`config.mk`:
```
export PLATFORM = sky130hd
export DESIGN_NAME = ncor_cell
export DESIGN_NICKNAME = d
export VERILOG_FILES = /design/src/hdl/ncor_pkg.sv /design/src/hdl/ncor_cell.sv
export SDC_FILE = /design/constraint.sdc
export NUM_CORES = 1
export LEC_CHECK = 0
export BUFFER_PORTS_ARGS = -buffer_cell sky130_fd_sc_hd__buf_4
export CAP_MARGIN = 30
export CORE_MARGIN = 3
export CORE_UTILIZATION = 50
export DETAILED_ROUTE_END_ITERATION = 6
export GPL_TIMING_DRIVEN = 0
export PLACE_DENSITY = 0.72
export SYNTH_ARGS = -nofsm -noshare
export SYNTH_HDL_FRONTEND = slang
export SYNTH_SLANG_ARGS = --single-unit
```
`constraint.sdc`:
```
create_clock -name clk -period 6.9 [get_ports clk]
set_input_delay 0.345 -clock clk [delete_from_list [all_inputs] [get_ports clk]]
set_output_delay 0.345 -clock clk [all_outputs]
set_load 0.05 [all_outputs]
```
`src/hdl/ncor_pkg.sv`:
```
// Shared types and constants of the normalized autocorrelation core.
package ncor_pkg;

  localparam int ACC_W     = 48;
  localparam int CNT_W     = 6;
  localparam int POS_W     = 16;
  localparam int LEN_W     = 17;
  localparam int LIDX_W    = 5;
  localparam int NORM_W    = 16;
  localparam int FRAC_BITS = 15;
  localparam int QUO_W     = 18;
  localparam int REM_W     = ACC_W + QUO_W - 1;
  localparam int DCNT_W    = 5;
  localparam int CFG_W     = 16;
  localparam int CFG_IDX_W = 1;

  localparam logic [CFG_IDX_W-1:0] REG_BLOCK_LENGTH = 1'b0;
  localparam logic [CFG_IDX_W-1:0] REG_LAG_COUNT    = 1'b1;

  localparam logic [POS_W-1:0] BLOCK_LENGTH_RST = 16'd4096;
  localparam logic [CNT_W-1:0] LAG_COUNT_RST    = 6'd8;

  localparam logic [QUO_W-1:0] QUO_POS_MAX = 18'd32767;
  localparam logic [QUO_W-1:0] QUO_NEG_MAX = 18'd32768;
  localparam logic signed [NORM_W-1:0] NORM_POS_SAT = 16'sh7FFF;
  localparam logic signed [NORM_W-1:0] NORM_NEG_SAT = 16'sh8000;

  typedef enum logic [1:0] {
    ST_RUN,
    ST_FLUSH,
    ST_LOAD,
    ST_DIV
  } state_t;

  typedef struct packed {
    logic             take;
    logic             first;
    logic             acc_v;
    logic             shift;
    logic             short_blk;
    logic [POS_W-1:0] pos;
    logic [LEN_W-1:0] lim;
    logic [CNT_W-1:0] lags;
  } cell_ctl_t;

endpackage

```
`src/hdl/ncor_cell.sv`:
```
// One lag cell: a delay tap, a product register and the lag accumulator.
module ncor_cell #(
  parameter int SAMPLE_BITS = 16,
  parameter int CELL_IDX    = 0
) (
  input  logic                                  clk,
  input  ncor_pkg::cell_ctl_t                   ctl,
  input  logic signed [SAMPLE_BITS-1:0]         s_in,
  input  logic signed [SAMPLE_BITS-1:0]         early_in,
  output logic signed [SAMPLE_BITS-1:0]         hist_out,
  input  logic signed [ncor_pkg::ACC_W-1:0]     acc_in,
  output logic signed [ncor_pkg::ACC_W-1:0]     acc_out
);

  logic signed [SAMPLE_BITS-1:0]     hist_r;
  logic signed [2*SAMPLE_BITS-1:0]   prod_r;
  logic                              en_r;
  logic                              first_r;
  logic signed [ncor_pkg::ACC_W-1:0] acc_r;
  logic [ncor_pkg::LEN_W-1:0]        pos_ext;
  logic [ncor_pkg::LEN_W-1:0]        early_pos;
  logic                              en_nxt;

  assign pos_ext   = {1'b0, ctl.pos};
  assign early_pos = pos_ext - ncor_pkg::LEN_W'(CELL_IDX);

  always_comb begin
    en_nxt = (ncor_pkg::CNT_W'(CELL_IDX) < ctl.lags) &&
             (pos_ext >= ncor_pkg::LEN_W'(CELL_IDX)) &&
             !ctl.short_blk && (early_pos < ctl.lim);
  end

  always_ff @(posedge clk) begin
    if (ctl.take) begin
      prod_r  <= early_in * s_in;
      en_r    <= en_nxt;
      first_r <= ctl.first;
      hist_r  <= early_in;
    end
  end

  always_ff @(posedge clk) begin
    if (ctl.shift) begin
      acc_r <= acc_in;
    end else if (ctl.acc_v) begin
      acc_r <= (first_r ? '0 : acc_r) + (en_r ? ncor_pkg::ACC_W'(prod_r) : '0);
    end
  end

  assign hist_out = hist_r;
  assign acc_out  = acc_r;

endmodule

```
==> out/results.md <==
| Stage | Parameter | Value |
| --- | --- | --- |
| detailed routing | Wirelength per Cell | 18.0 um |
| place | Routability Congestion | 0.933 |
| synthesis | Count of flip-flops with a built-in enable after synthesis | 98 |
| sta | Total setup violations reported at the end of the flow | 0 |
| cells and area | Utilization of the core after routing | 0.581 |
| clock network | Post CTS Setup Buffer Count | 0 |
| synthesis | Synth Cell Area | 0.0169 mm2 |
| synthesis | Main area contributors after synthesis | fa_1 31%, edfxtp_1 17%, ha_1 11% |
| synthesis | Synthesized Nets | 2357 |
| setup path | Sort of element at the end of the critical path | register |
| sta | Worst slew margin relative to its limit | 0.520 |
| setup path | Crit Path Class | in -> reg |
| detailed routing | First drt pass iteration count | 5 |
| detailed routing | Via Count | 13300 |
| synthesis | Register bit total from synthesis | 98 |
| cells and area | Nets | 2553 |
| sta | Pin slew with the least headroom to its limit | 0.719 ns |
| setup path | Worst Path Max Fanout | 10 |
| grt | Global-route wire length before repair | 72200 um |
| floorplanning | Initial core utilization | 0.513 |
| sta | Ratio of final minimum period to clock period | 0.953 |
| place | Post-place instance area | 0.0189 mm2 |
| clock network | Clock sink count | 98 |
| sta | Layout Skew | 0.0122 ns |
| cells and area | Number of inserted diodes | 0 |
| synthesis | Most used flip-flop cell after synthesis | edfxtp_1 |
| cells and area | Final std cell area, no fill | 0.0192 mm2 |
| sta | Final hold violation count | 0 |
| detailed routing | Number of nets with antenna violations after routing | 0 |
| sta | Count of pins over their slew limit | 0 |
| grt | Global Route Usage Sum | 0.254 |
| sta | Final Hold Slack | 0.160 ns |
| synthesis | Register area share after synthesis | 0.174 |
| clock network | Cell at the root of the clock tree | clkbuf_16 |
| cells and area | Growth of design area from synthesis to finish | 13.4% |
| cells and area | Number of filler cells placed in the layout | 2909 |
| synthesis | Cells after Synth | 1825 |
| floorplanning | Die Outline Area | 0.0360 mm2 |
| clock network | Number of H-tree levels | 3 |
| synthesis | Library cells used by synthesis | 69 |
| place | Estimated wirelength of the detail-placed design | 37200 um |
| floorplanning | Cell Rows | 66 |
| place | Post-place setup slack | -0.148 ns |
| floorplanning | Die boundary width | 190 um |
| run status | Status | finished, final reports clean |
| min path | Kind of path behind the tightest hold check | in -> reg |
| run | Count of max-cap constraint violations | 0 |
| cells and area | Share of post-route cells with drive strength above 1 | 0.111 |
| detailed routing | Starting DRT DRC Count | 843 |
| floorplanning | Area of the core | 0.0329 mm2 |
| sta | Max Clock Freq | 0.152 GHz |
| grt | Antenna violations before repair | 0 |
| detailed routing | Total wire length after detailed routing | 44500 um |
| grt | Global route total overflow | 0 |
| cells and area | Multi-input logic area | 0.0125 mm2 |
| sta | RSZ-0062 raised after global routing | no |
| detailed routing | Number of remaining DRC errors | 0 |
| clock network | CTS tree | yes |
| clock network | Inserted Clock Buffers | 9 |
| clock network | Max Root-Sink Buffers | 2 |
| setup path | Startpoint kind of the worst setup timing path | input port |
| setup path | Required time at the endpoint of the critical path | 7.01 ns |
| grt | Number of global-route vias before repair | 13800 |
| synthesis | Async set-or-reset flop fraction in the synthesized netlist | 0 |
| sta | Final setup margin | 0.323 ns |
| place | Quantity of I/O buffers inserted on ports | 187 |
| detailed routing | Via density | 5.38 |
| synthesis | Synth warnings | 0 |
| grt | Maximum number of pins on one net before global-route repair | 51 |
| synthesis | Syn Area/Cell | 9.25 um2 |
| clock network | Number of buffers added to fix hold violations after cts | 0 |
| setup path | Arrival time at the worst endpoint | 6.68 ns |
| synthesis | Area share of the leading cell type in the synthesized netlist | 0.312 |
| sta | Clock period minus final worst setup slack | 6.58 ns |
| clock network | Register clock-pin slew on the reported worst setup and hold paths | 0.08 ns |
| floorplanning | Height of the chip | 190 um |
| cells and area | Total area of sequential cells | 0.00294 mm2 |
| clock network | Cells resized by post-CTS repair | 0 |
| floorplanning | Number of primary I/O pins | 189 |
| synthesis | Post-synth top area cell | fa_1 |
| clock network | Clock latency on the worst-skew pair | 0.36 ns |
critical path, cell delays in order:
cell	delay, ns
buf_4	0.19
clkbuf_1	0.50
nand2_1	0.17
fa_1	0.54
fa_1	0.52
fa_1	0.53
inv_1	0.06
fa_1	0.45
fa_1	0.52
inv_1	0.05
fa_1	0.54
inv_1	0.06
ha_1	0.36
and3_1	0.21
and3_1	0.19
a22oi_1	0.15
nand2_1	0.18
a311o_1	0.43
o41a_1	0.38
nand2_1	0.09
a31oi_1	0.09
xnor2_1	0.14
routing by layer:
metal | share of wire | GRT usage | vias to the layer above
met1 | 0.44 | 0.343 | 6528
met2 | 0.47 | 0.431 | 451
met3 | 0.067 | 0.0459 | 52
met4 | 0.021 | 0.0566 | 0
met5 | 0 | 0 | -
li1 | - | - | 6253
placed cells by master, fill, tap and decap left out, drive strengths merged, types with 4 or more instances in the layout:
| cell | count |
|---|---|
| inv | 325 |
| fa | 263 |
| nand2 | 203 |
| buf | 190 |
| and2 | 164 |
| ha | 144 |
| edfxtp | 98 |
| a21oi | 83 |
| o21ai | 81 |
| clkbuf | 69 |
| nor2 | 60 |
| nor2b | 53 |
| xnor2 | 51 |
| a21o | 28 |
| nand3 | 20 |
| xor2 | 19 |
| o21a | 18 |
| o21bai | 16 |
| a211oi | 15 |
| nand2b | 14 |
| nand4 | 12 |
| and3 | 9 |
| nor3 | 6 |
| o31ai | 6 |
| a31oi | 5 |
| o211ai | 5 |
| nor3b | 4 |
| a2111oi | 4 |
| clkinv | 4 |
layout make-up:
type | instances | area share
flip-flops and latches | 98 | 0.154
well taps | 442 | 0.0289
repair buffers | 188 | 0.0747
plain buffers | 62 | 0.0122
clock inverters | 7 | 0.00379
multi-input cells | 1339 | 0.652
inverters | 323 | 0.0633
clock buffers | 9 | 0.0118
Yosys cell counts (all sizes together) (4+ instances only):
master / number
edfxtp: 98
nand4: 12
o21bai: 16
o21a: 18
nor2: 60
nand2b: 14
a31oi: 5
nor3: 6
ha: 144
and3: 9
nand3: 20
a21o: 28
xnor2: 51
fa: 263
clkbuf: 63
o21ai: 81
o31ai: 6
a2111oi: 4
o211ai: 5
nor3b: 4
inv: 322
nor2b: 53
and2: 164
a21oi: 83
nand2: 203
a211oi: 15
xor2: 19
logic make-up (layout without fill, tap and decap cells):
family / count (synthesis) / in the layout / share of synthesized area
and+or+nand+nor: 565 / 565 / 0.171
adders and majority gates: 407 / 407 / 0.418
buffers and inverters: 388 / 589 / 0.0863
AOI/OAI and AO/OA: 294 / 294 / 0.112
DFF: 98 / 98 / 0.174
xor gates and xnor gates: 70 / 70 / 0.0363
muxes: 3 / 3 / 0.00200
sequential cells by signal (all words and copies together) (netlist names):
signal / flops
hist_out: 16
en_r: 1
first_r: 1
prod_r: 32
acc_out: 48
through the flow:
stage	TNS [ns]	std cells
2_1_floorplan	0	1825
3_3_place_gp	-0.0937	2454
3_5_place_dp	-0.421	2455
4_1_cts	0	2471
5_1_grt	0	2468
6_report	0	2468
path summary, 6_finish.rpt:
path,startpoint,to,slack (ns),cells past startpoint
setup reg to reg,first_r$_DFFE_PP_,acc_out[37]$_DFFE_PP_,2.78,14
hold reg to reg,prod_r[0]$_DFFE_PP_,acc_out[0]$_DFFE_PP_,0.86,3
setup / recovery,early_in[12],prod_r[31]$_DFFE_PP_,0.32,22
hold / removal,ctl[42],first_r$_DFFE_PP_,0.16,1
Power is left out: the tool's default activity adds up to more than one toggle a clock period on the data nets, which glitch-free logic cannot reach.
