## config.mk

```make
export PLATFORM = sky130hd
export DESIGN_NAME = ncor_div
export DESIGN_NICKNAME = d
export VERILOG_FILES = /design/src/hdl/ncor_pkg.sv /design/src/hdl/ncor_div.sv
export SDC_FILE = /design/constraint.sdc
export NUM_CORES = 1
export LEC_CHECK = 0
export ABC_AREA = 1
export CAP_MARGIN = 20
export CORE_ASPECT_RATIO = 0.7
export CORE_MARGIN = 1
export CORE_UTILIZATION = 42
export CTS_CLUSTER_SIZE = 25
export DETAILED_ROUTE_END_ITERATION = 16
export DONT_BUFFER_PORTS = 1
export HOLD_SLACK_MARGIN = 0.08
export MAX_ROUTING_LAYER = met4
export PLACE_DENSITY = 0.65
export SLEW_MARGIN = 20
export SYNTH_ARGS = -nofsm -noshare
export SYNTH_HDL_FRONTEND = slang
export SYNTH_SLANG_ARGS = --single-unit
```

## constraint.sdc

```tcl
create_clock -name clk -period 8.5 [get_ports clk]
set_input_delay 0.85 -clock clk [delete_from_list [all_inputs] [get_ports clk]]
set_output_delay 0.85 -clock clk [all_outputs]
set_load 0.01 [all_outputs]
```

## src/hdl/ncor_pkg.sv

```systemverilog
// Shared types and constants of the normalized autocorrelation core.
package ncor_pkg;

  localparam int ACC_W     = 48;
  localparam int CNT_W     = 6;
  localparam int POS_W     = 16;
  localparam int LEN_W     = 17;
  localparam int LIDX_W    = 5;
  localparam int NORM_W    = 16;
  localparam int FRAC_BITS = 15;
  localparam int QUO_W     = 18;
  localparam int REM_W     = ACC_W + QUO_W - 1;
  localparam int DCNT_W    = 5;
  localparam int CFG_W     = 16;
  localparam int CFG_IDX_W = 1;

  localparam logic [CFG_IDX_W-1:0] REG_BLOCK_LENGTH = 1'b0;
  localparam logic [CFG_IDX_W-1:0] REG_LAG_COUNT    = 1'b1;

  localparam logic [POS_W-1:0] BLOCK_LENGTH_RST = 16'd4096;
  localparam logic [CNT_W-1:0] LAG_COUNT_RST    = 6'd8;

  localparam logic [QUO_W-1:0] QUO_POS_MAX = 18'd32767;
  localparam logic [QUO_W-1:0] QUO_NEG_MAX = 18'd32768;
  localparam logic signed [NORM_W-1:0] NORM_POS_SAT = 16'sh7FFF;
  localparam logic signed [NORM_W-1:0] NORM_NEG_SAT = 16'sh8000;

  typedef enum logic [1:0] {
    ST_RUN,
    ST_FLUSH,
    ST_LOAD,
    ST_DIV
  } state_t;

  typedef struct packed {
    logic             take;
    logic             first;
    logic             acc_v;
    logic             shift;
    logic             short_blk;
    logic [POS_W-1:0] pos;
    logic [LEN_W-1:0] lim;
    logic [CNT_W-1:0] lags;
  } cell_ctl_t;

endpackage

```

## src/hdl/ncor_div.sv

```systemverilog
// Restoring divider that forms a rounded, saturated Q1.15 ratio of two accumulators.
module ncor_div (
  input  logic                                clk,
  input  logic                                rst_n,
  input  logic                                start,
  input  logic signed [ncor_pkg::ACC_W-1:0]   num,
  input  logic signed [ncor_pkg::ACC_W-1:0]   den,
  output logic                                done,
  output logic signed [ncor_pkg::NORM_W-1:0]  quot
);

  logic                          busy_r;
  logic                          prep_r;
  logic                          done_r;
  logic                          neg_r;
  logic [ncor_pkg::ACC_W-1:0]    un_r;
  logic [ncor_pkg::ACC_W-1:0]    ud_r;
  logic [ncor_pkg::REM_W-1:0]    rem_r;
  logic [ncor_pkg::REM_W-1:0]    dsh_r;
  logic [ncor_pkg::QUO_W-1:0]    q_r;
  logic [ncor_pkg::DCNT_W-1:0]   cnt_r;
  logic                          ge;

  assign ge = rem_r >= dsh_r;

  always_ff @(posedge clk) begin
    if (!rst_n) begin
      busy_r <= 1'b0;
      prep_r <= 1'b0;
      done_r <= 1'b0;
    end else if (start) begin
      busy_r <= 1'b1;
      prep_r <= 1'b1;
      done_r <= 1'b0;
    end else if (busy_r) begin
      prep_r <= 1'b0;
      if (!prep_r && cnt_r == '0) begin
        busy_r <= 1'b0;
        done_r <= 1'b1;
      end
    end
  end

  always_ff @(posedge clk) begin
    if (start) begin
      un_r  <= num[ncor_pkg::ACC_W-1] ? (~num + 1'b1) : num;
      ud_r  <= den[ncor_pkg::ACC_W-1] ? (~den + 1'b1) : den;
      neg_r <= num[ncor_pkg::ACC_W-1] ^ den[ncor_pkg::ACC_W-1];
    end else if (busy_r && prep_r) begin
      rem_r <= ncor_pkg::REM_W'({un_r, {ncor_pkg::FRAC_BITS{1'b0}}}) +
               ncor_pkg::REM_W'(ud_r >> 1);
      dsh_r <= {ud_r, {(ncor_pkg::QUO_W-1){1'b0}}};
      q_r   <= '0;
      cnt_r <= ncor_pkg::DCNT_W'(ncor_pkg::QUO_W - 1);
    end else if (busy_r) begin
      if (ge) begin
        rem_r <= rem_r - dsh_r;
      end
      dsh_r <= dsh_r >> 1;
      q_r   <= {q_r[ncor_pkg::QUO_W-2:0], ge};
      cnt_r <= cnt_r - 1'b1;
    end
  end

  always_comb begin
    if (neg_r) begin
      quot = (q_r > ncor_pkg::QUO_NEG_MAX) ? ncor_pkg::NORM_NEG_SAT
                                           : ncor_pkg::NORM_W'(~q_r + 1'b1);
    end else begin
      quot = (q_r > ncor_pkg::QUO_POS_MAX) ? ncor_pkg::NORM_POS_SAT
                                           : ncor_pkg::NORM_W'(q_r);
    end
  end

  assign done = done_r;

endmodule
```

==> results.txt, run 1 <==
Final Hold Viols - 0
Post-route clock period utilization - 0.414
Hpwl dp - 59000 um
Global-route wire length before repair - 109000 um
CTS Buffer Depth - 3
Post-CTS Resized - 0
Syn Std Cell Area - 0.0222 mm^2
Status - complete, no violations
I/O pin count - 116
Largest net degree at the start of global routing - 102
Hold path cells - 0
WP data required - 7.65 ns
Syn_nets - 3595
Synth Instances - 3393
CP max-delay cell - o31ai_1
Hold buffer count at CTS - 0
Post-synth top area cell - edfxtp_1
Die H - 194 um
Pwr Density - 152 mW/mm^2
Yosys reg bits - 253
Grt ovf - 0
Flop-to-flop setup slack - 5.01 ns
Row count - 70
P&R area growth vs syn - 7.14%
Crit path max-delay family - simple AND/OR/NAND/NOR gates
Ys Warns - 0
TritonCTS clock tree - yes
Synthesized area per cell - 6.55 um^2
Worst r2r dst - rem_r[1]
Core ar. - 0.0522 mm^2
Port bufs - 0
Slew Viols, Final - 0
Origin of the critical flop-to-flop path - dsh_r[37]
Area contributors post-synth - edfxtp_1 34%, nand2_1 19%, inv_1 11%
Hold Startpoint - num[0]
Die W - 277 um
Critical Path Start Type - flip-flop
Routed WL - 71700 um
CP Launch Point - q_r[0]
Main synth FF type - edfxtp_1
Drt drc - 0
CP max FO - 12
Critical Path Max Stage Delay - 0.47 ns
Unique cell type count in the Yosys netlist - 48
Levels on crit path - 8
DR WL/cell - 17.5 um
Power Total - 3.62 mW
H-tree levels - 1
Top-area cell type share of the netlist area - 0.338
CTS root buf - clkbuf_16
Setup Total Neg Slack - 0 ns
WP data arrival - 2.67 ns
Post CTS Setup Buffer Count - 0
Slew headroom - 0.313
Starting Density - 0.425
EDFF count, synth - 250
Final #Nets - 3588
Share of layout cells above drive strength 1 - 0.0517
Worst-Margin Slew - 1.02 ns
Worst-path clk slew - 0.06 ns
Synth async-reset ratio - 0
Cell-by-cell trace of the critical path - inv_1, ha_1, nand3_1, nor2_1, nand3_1, nand2_1, nand2_1, o31ai_1
Crit path time final - 3.52 ns
Worst skew pair latency - 0.58 ns
# Max-Cap Violations - 0
WP buf/inv - 1
Post-synthesis sequential area ratio - 0.341
Clk_skew - 0.0212 ns
Starting DRT DRC Count - 2665
Clock Sinks - 253
Unrepaired setup endpoints after global routing - no
GP Congestion - 1.06
Peak VDD IR - 151 uV
CTS Buf Count - 27
WHS Endpoint - un_r[0]
Die ar. - 0.0538 mm^2
R2R cell count - 13
Final setup violation count - 0
Dpl cells - 4041
Via count - 21300
Hold crit path type - primary input to flip-flop
First drt pass iteration count - 6
Routed vias/inst - 5.20
Fmax - 284 MHz
Initial antenna violation count - 0
Final ANT Viol Nets - 0
Gr usage total - 0.271
CP endpoint kind - output pin
P_leak - 11.8 nW
Critical path class - flip-flop to output pin
Non-Filler Instances - 4089
Vias in the first global route - 18900
# diodes - 0
==> cell type report <==
cell class,count,area (um^2)
Inverter,689,2590
Multi-Input combinational cell,2409,11900
Tap cell,684,856
Timing Repair Buffer,6,45.0
Clock buffer,31,691
Sequential cell,253,7570
Fill cell,5497,28400
Clock inverter,17,156
==> cells by family after synthesis <==
group / synth area share
compound gates: 0.0714
xor+xnor: 0.0426
fa+ha+maj: 0.0587
buf+inv: 0.124
flops: 0.341
simple gates: 0.362
==> metal layers <==
metal	vias up	share of wire	global-route usage
met5	-	0	-
li1	10600	-	-
met4	0	0.020	0.0434
met2	965	0.39	0.379
met1	9623	0.48	0.408
met3	94	0.11	0.0463
==> synthesized netlist by cell type (5+ instances only) <==
| library cell | count |
|---|---|
| a21oi_1 | 116 |
| and2_1 | 6 |
| buf_2 | 11 |
| clkbuf_1 | 26 |
| edfxtp_1 | 250 |
| ha_1 | 101 |
| inv_1 | 677 |
| inv_2 | 11 |
| nand2_1 | 1151 |
| nand2_2 | 36 |
| nand3_1 | 178 |
| nand3_2 | 9 |
| nand3b_1 | 13 |
| nand4_1 | 37 |
| nor2_1 | 324 |
| nor2_2 | 32 |
| nor2_4 | 5 |
| nor3_1 | 50 |
| nor3_2 | 15 |
| nor4_1 | 9 |
| o21ai_0 | 153 |
| o21ai_1 | 18 |
| or2_1 | 7 |
| or2_2 | 7 |
| xnor2_1 | 19 |
| xor2_1 | 89 |
==> layout by cell type, fill, tap and decap left out, types with 7 or more instances in the layout <==
master and n:
clkinv_2 7, nand3b_1 13, clkbuf_16 27, edfxtp_1 250
nor3_2 15, nor2_1 323, nand4_1 37, o21ai_0 153
o21ai_1 18, inv_1 676, nor4_1 9, nand3_2 9
nor2_2 32, ha_1 101, or2_2 7, inv_2 12
nand2_1 1150, xnor2_1 19, nand2_2 37, nor3_1 50
a21oi_1 116, nand3_1 178, xor2_1 89, or2_1 7
==> state kept, by name, indices dropped and copies added, names as in the netlist <==
name    cells
rem_r      65
prep_r      1
done        1
busy_r      1
neg_r       1
ud_r       48
un_r       48
dsh_r      65
q_r        18
cnt_r       5
==> how the worst max path moves through the flow <==
stage / slack [ns] / endpoint
6_report: 4.98 / quot[8]
5_1_grt: 4.76 / quot[8]
4_1_cts: 4.98 / quot[8]
3_5_place_dp: 5.10 / rem_r[3]
3_3_place_gp: 5.18 / rem_r[0]
2_1_floorplan: 1.95 / rem_r[0]
==> power breakdown <==
| group | switching (mW) | total [mW] | internal [mW] |
|---|---|---|---|
| combinational | 0.642 | 0.913 | 0.271 |
| sequential | 0.0657 | 1.55 | 1.48 |
| clock | 0.514 | 1.16 | 0.645 |
| total | 1.22 | 3.62 | 2.40 |
==> through the flow <==
step / hold slack, ns / cell area (um^2) / worst slack, ns / util
6_report: 0.358 / 23800 / 4.98 / 0.456
4_1_cts: 0.334 / 23800 / 4.98 / 0.456
3_3_place_gp: 0.538 / 22900 / 5.18 / 0.440
5_1_grt: 0.342 / 23800 / 4.76 / 0.456
3_5_place_dp: 0.544 / 22900 / 5.10 / 0.440
2_1_floorplan: 0.496 / 22200 / 1.95 / -
(Power assumes the default switching activity.)
==> inputs of run 2 (changes only) <==
clock period = 3.3 ns   (was 8.5 ns; I/O delays follow)
==> run 2 against run 1 <==
Effect of this change:
- routed wire length grew 6.0%
- sequential power grew to 2.6 times the previous value
- clock skew is 0.0052 ns lower
- total power rose to 2.7 times the previous value
- global-route usage increased by 1.8 points
==> results.txt, run 2 (same netlist as run 1, synthesis figures left out) <==
Status - complete, no violations
Setup slack after layout - 0.239 ns
CTS Buf Count - 27
Worst skew pair latency - 0.59 ns
Worst-Margin Slew - 0.773 ns
Slew Viols, Final - 0
CP max-delay cell - o21ai_0
Critical path class - flip-flop to output pin
Largest net degree at the start of global routing - 101
Peak VDD IR - 362 uV
I/O pin count - 116
Routed WL - 76000 um
Drt drc - 0
Fmax - 327 MHz
Final #Nets - 3687
Origin of the critical flop-to-flop path - rem_r[27]
Setup Total Neg Slack - 0 ns
P_leak - 12.3 nW
Combinational power share - 0.257
Die H - 194 um
Final ANT Viol Nets - 0
Cell area after layout - 0.0250 mm^2
P&R area growth vs syn - 12.4%
# Max-Cap Violations - 0
CP max FO - 12
First drt pass iteration count - 6
Area post-placement - 0.0230 mm^2
Port bufs - 0
Largest regs - dsh_r x65, rem_r x65
Critical Path Max Stage Delay - 0.46 ns
Power Internal - 6.51 mW
Unrepaired setup endpoints after global routing - no
Cell-by-cell trace of the critical path - inv_1, ha_1, nand3_1, nor2_1, nand3_1, nand2_1, nand2_1, o21ai_0
Via count - 21700
Grt ovf - 0
Crit path max-delay family - simple AND/OR/NAND/NOR gates
CTS Buffer Depth - 3
Final setup violation count - 0
Routed vias/inst - 5.17
Die ar. - 0.0538 mm^2
TritonCTS clock tree - yes
Initial antenna violation count - 1
CP endpoint kind - output pin
Starting DRT DRC Count - 2891
Hold crit path type - primary input to flip-flop
Clock group share of total power - 0.338
GP Congestion - 1.02
Hold Startpoint - den[28]
Clock Sinks - 253
Core ar. - 0.0522 mm^2
WP data required - 2.97 ns
Switching share of power - 0.339
H-tree levels - 1
# diodes - 0
Global-route wire length before repair - 116000 um
WP data arrival - 2.73 ns
Clk_skew - 0.0160 ns
CTS root buf - clkbuf_16
Seq pwr share - 0.405
Post CTS Setup Buffer Count - 0
Slew headroom - 0.484
Hpwl dp - 61300 um
Worst-path clk slew - 0.06 ns
Vias in the first global route - 19800
Non-Filler Instances - 4190
Final Hold Viols - 0
Pre-CTS setup slack - 0.454 ns
Row count - 70
Flop-to-flop setup slack - 0.36 ns
Crit path time final - 3.06 ns
# fillers - 5403
Commonest non-fill, non-tap cells in the layout - 1150 x nand2_1, 676 x inv_1, 323 x nor2_1, 250 x edfxtp_1, 178 x nand3_1
Critical Path Start Type - flip-flop
Share of layout cells above drive strength 1 - 0.0531
CP Launch Point - q_r[0]
Starting Density - 0.425
Net switching power - 3.34 mW
Post-route clock period utilization - 0.927
Pwr Density - 395 mW/mm^2
Dpl cells - 4043
WP buf/inv - 1
Most common cell after layout, fill and taps aside - nand2_1
DR WL/cell - 18.1 um
Die W - 277 um
Gr usage total - 0.288
-- run 2: changes by cell type in the layout (fill, tap and decap cells not counted), moves of 2 or more --
cell	previous run	this run
bufinv_16	2	5
buf_4	6	4
inv_6	0	2
clkbuf_1	4	1
clkinvlp_4	0	5
buf_12	0	5
dlygate4sd3_1	0	94
clkinv_2	7	3
-- run 2: worst reg2reg max path, cell delays in order, from the launching register on --
cell and delay [ns]:
edfxtp_1 0.40, ha_1 0.39, nand2_1 0.12, nor2_1 0.25
nand2_1 0.22, nor2_2 0.20, nand4_1 0.11, o21ai_1 0.13
nor2_1 0.07, nand3_1 0.08, nand2_1 0.08, clkinvlp_4 0.29
buf_12 0.27
-- run 2: repair_timing --
action | CTS | global route
gates resized for setup | 0 | 1
hold buffers | 97 | 0
hold endpoints to repair | 196 | 0
endpoints found under the setup margin | 0 | 1
-- run 2: worst paths after layout --
kind | end | cells after the start
worst max register to register | rem_r[7] | 12
worst max-delay path | quot[12] | 8
worst min register to register | rem_r[1] | 2
worst min-delay path | ud_r[28] | 2
-- run 2: stage by stage --
step	total power, mW	utilization	hold slack (ns)
global route	10.3	0.478	0.0840
floorplan	5.61	-	0.409
detailed placement	6.36	0.441	0.429
finish	9.86	0.478	0.105
CTS	9.84	0.478	0.0804
global placement	6.35	0.441	0.429
-- run 2: layout make-up --
class	count	area [um^2]	area share
clock buffers	28	679	0.0272
repair buffers	105	1100	0.0442
inverters	689	2590	0.104
multi-input cells	2409	11900	0.477
well taps	684	856	0.0343
clock inverters	22	269	0.0108
flip-flops and latches	253	7570	0.303
-- run 2: power groups by stage --
| stage | Clock (mW) | Sequential [mW] | Combinational, mW |
|---|---|---|---|
| after floorplan | 0 | 3.95 | 1.66 |
| after global placement | 0 | 4.06 | 2.29 |
| after detailed placement | 0 | 4.06 | 2.31 |
| after CTS | 3.39 | 3.99 | 2.47 |
| after global routing | 3.48 | 4.01 | 2.82 |
| final | 3.33 | 4.00 | 2.53 |
-- run 2: layer usage --
layer / global-route usage / part of all wire / vias to the layer above
li1: - / - / 10800
met1: 0.435 / 0.48 / 9870
met2: 0.400 / 0.40 / 942
met3: 0.0471 / 0.10 / 77
met4: 0.0549 / 0.020 / 0
met5: - / 0 / -
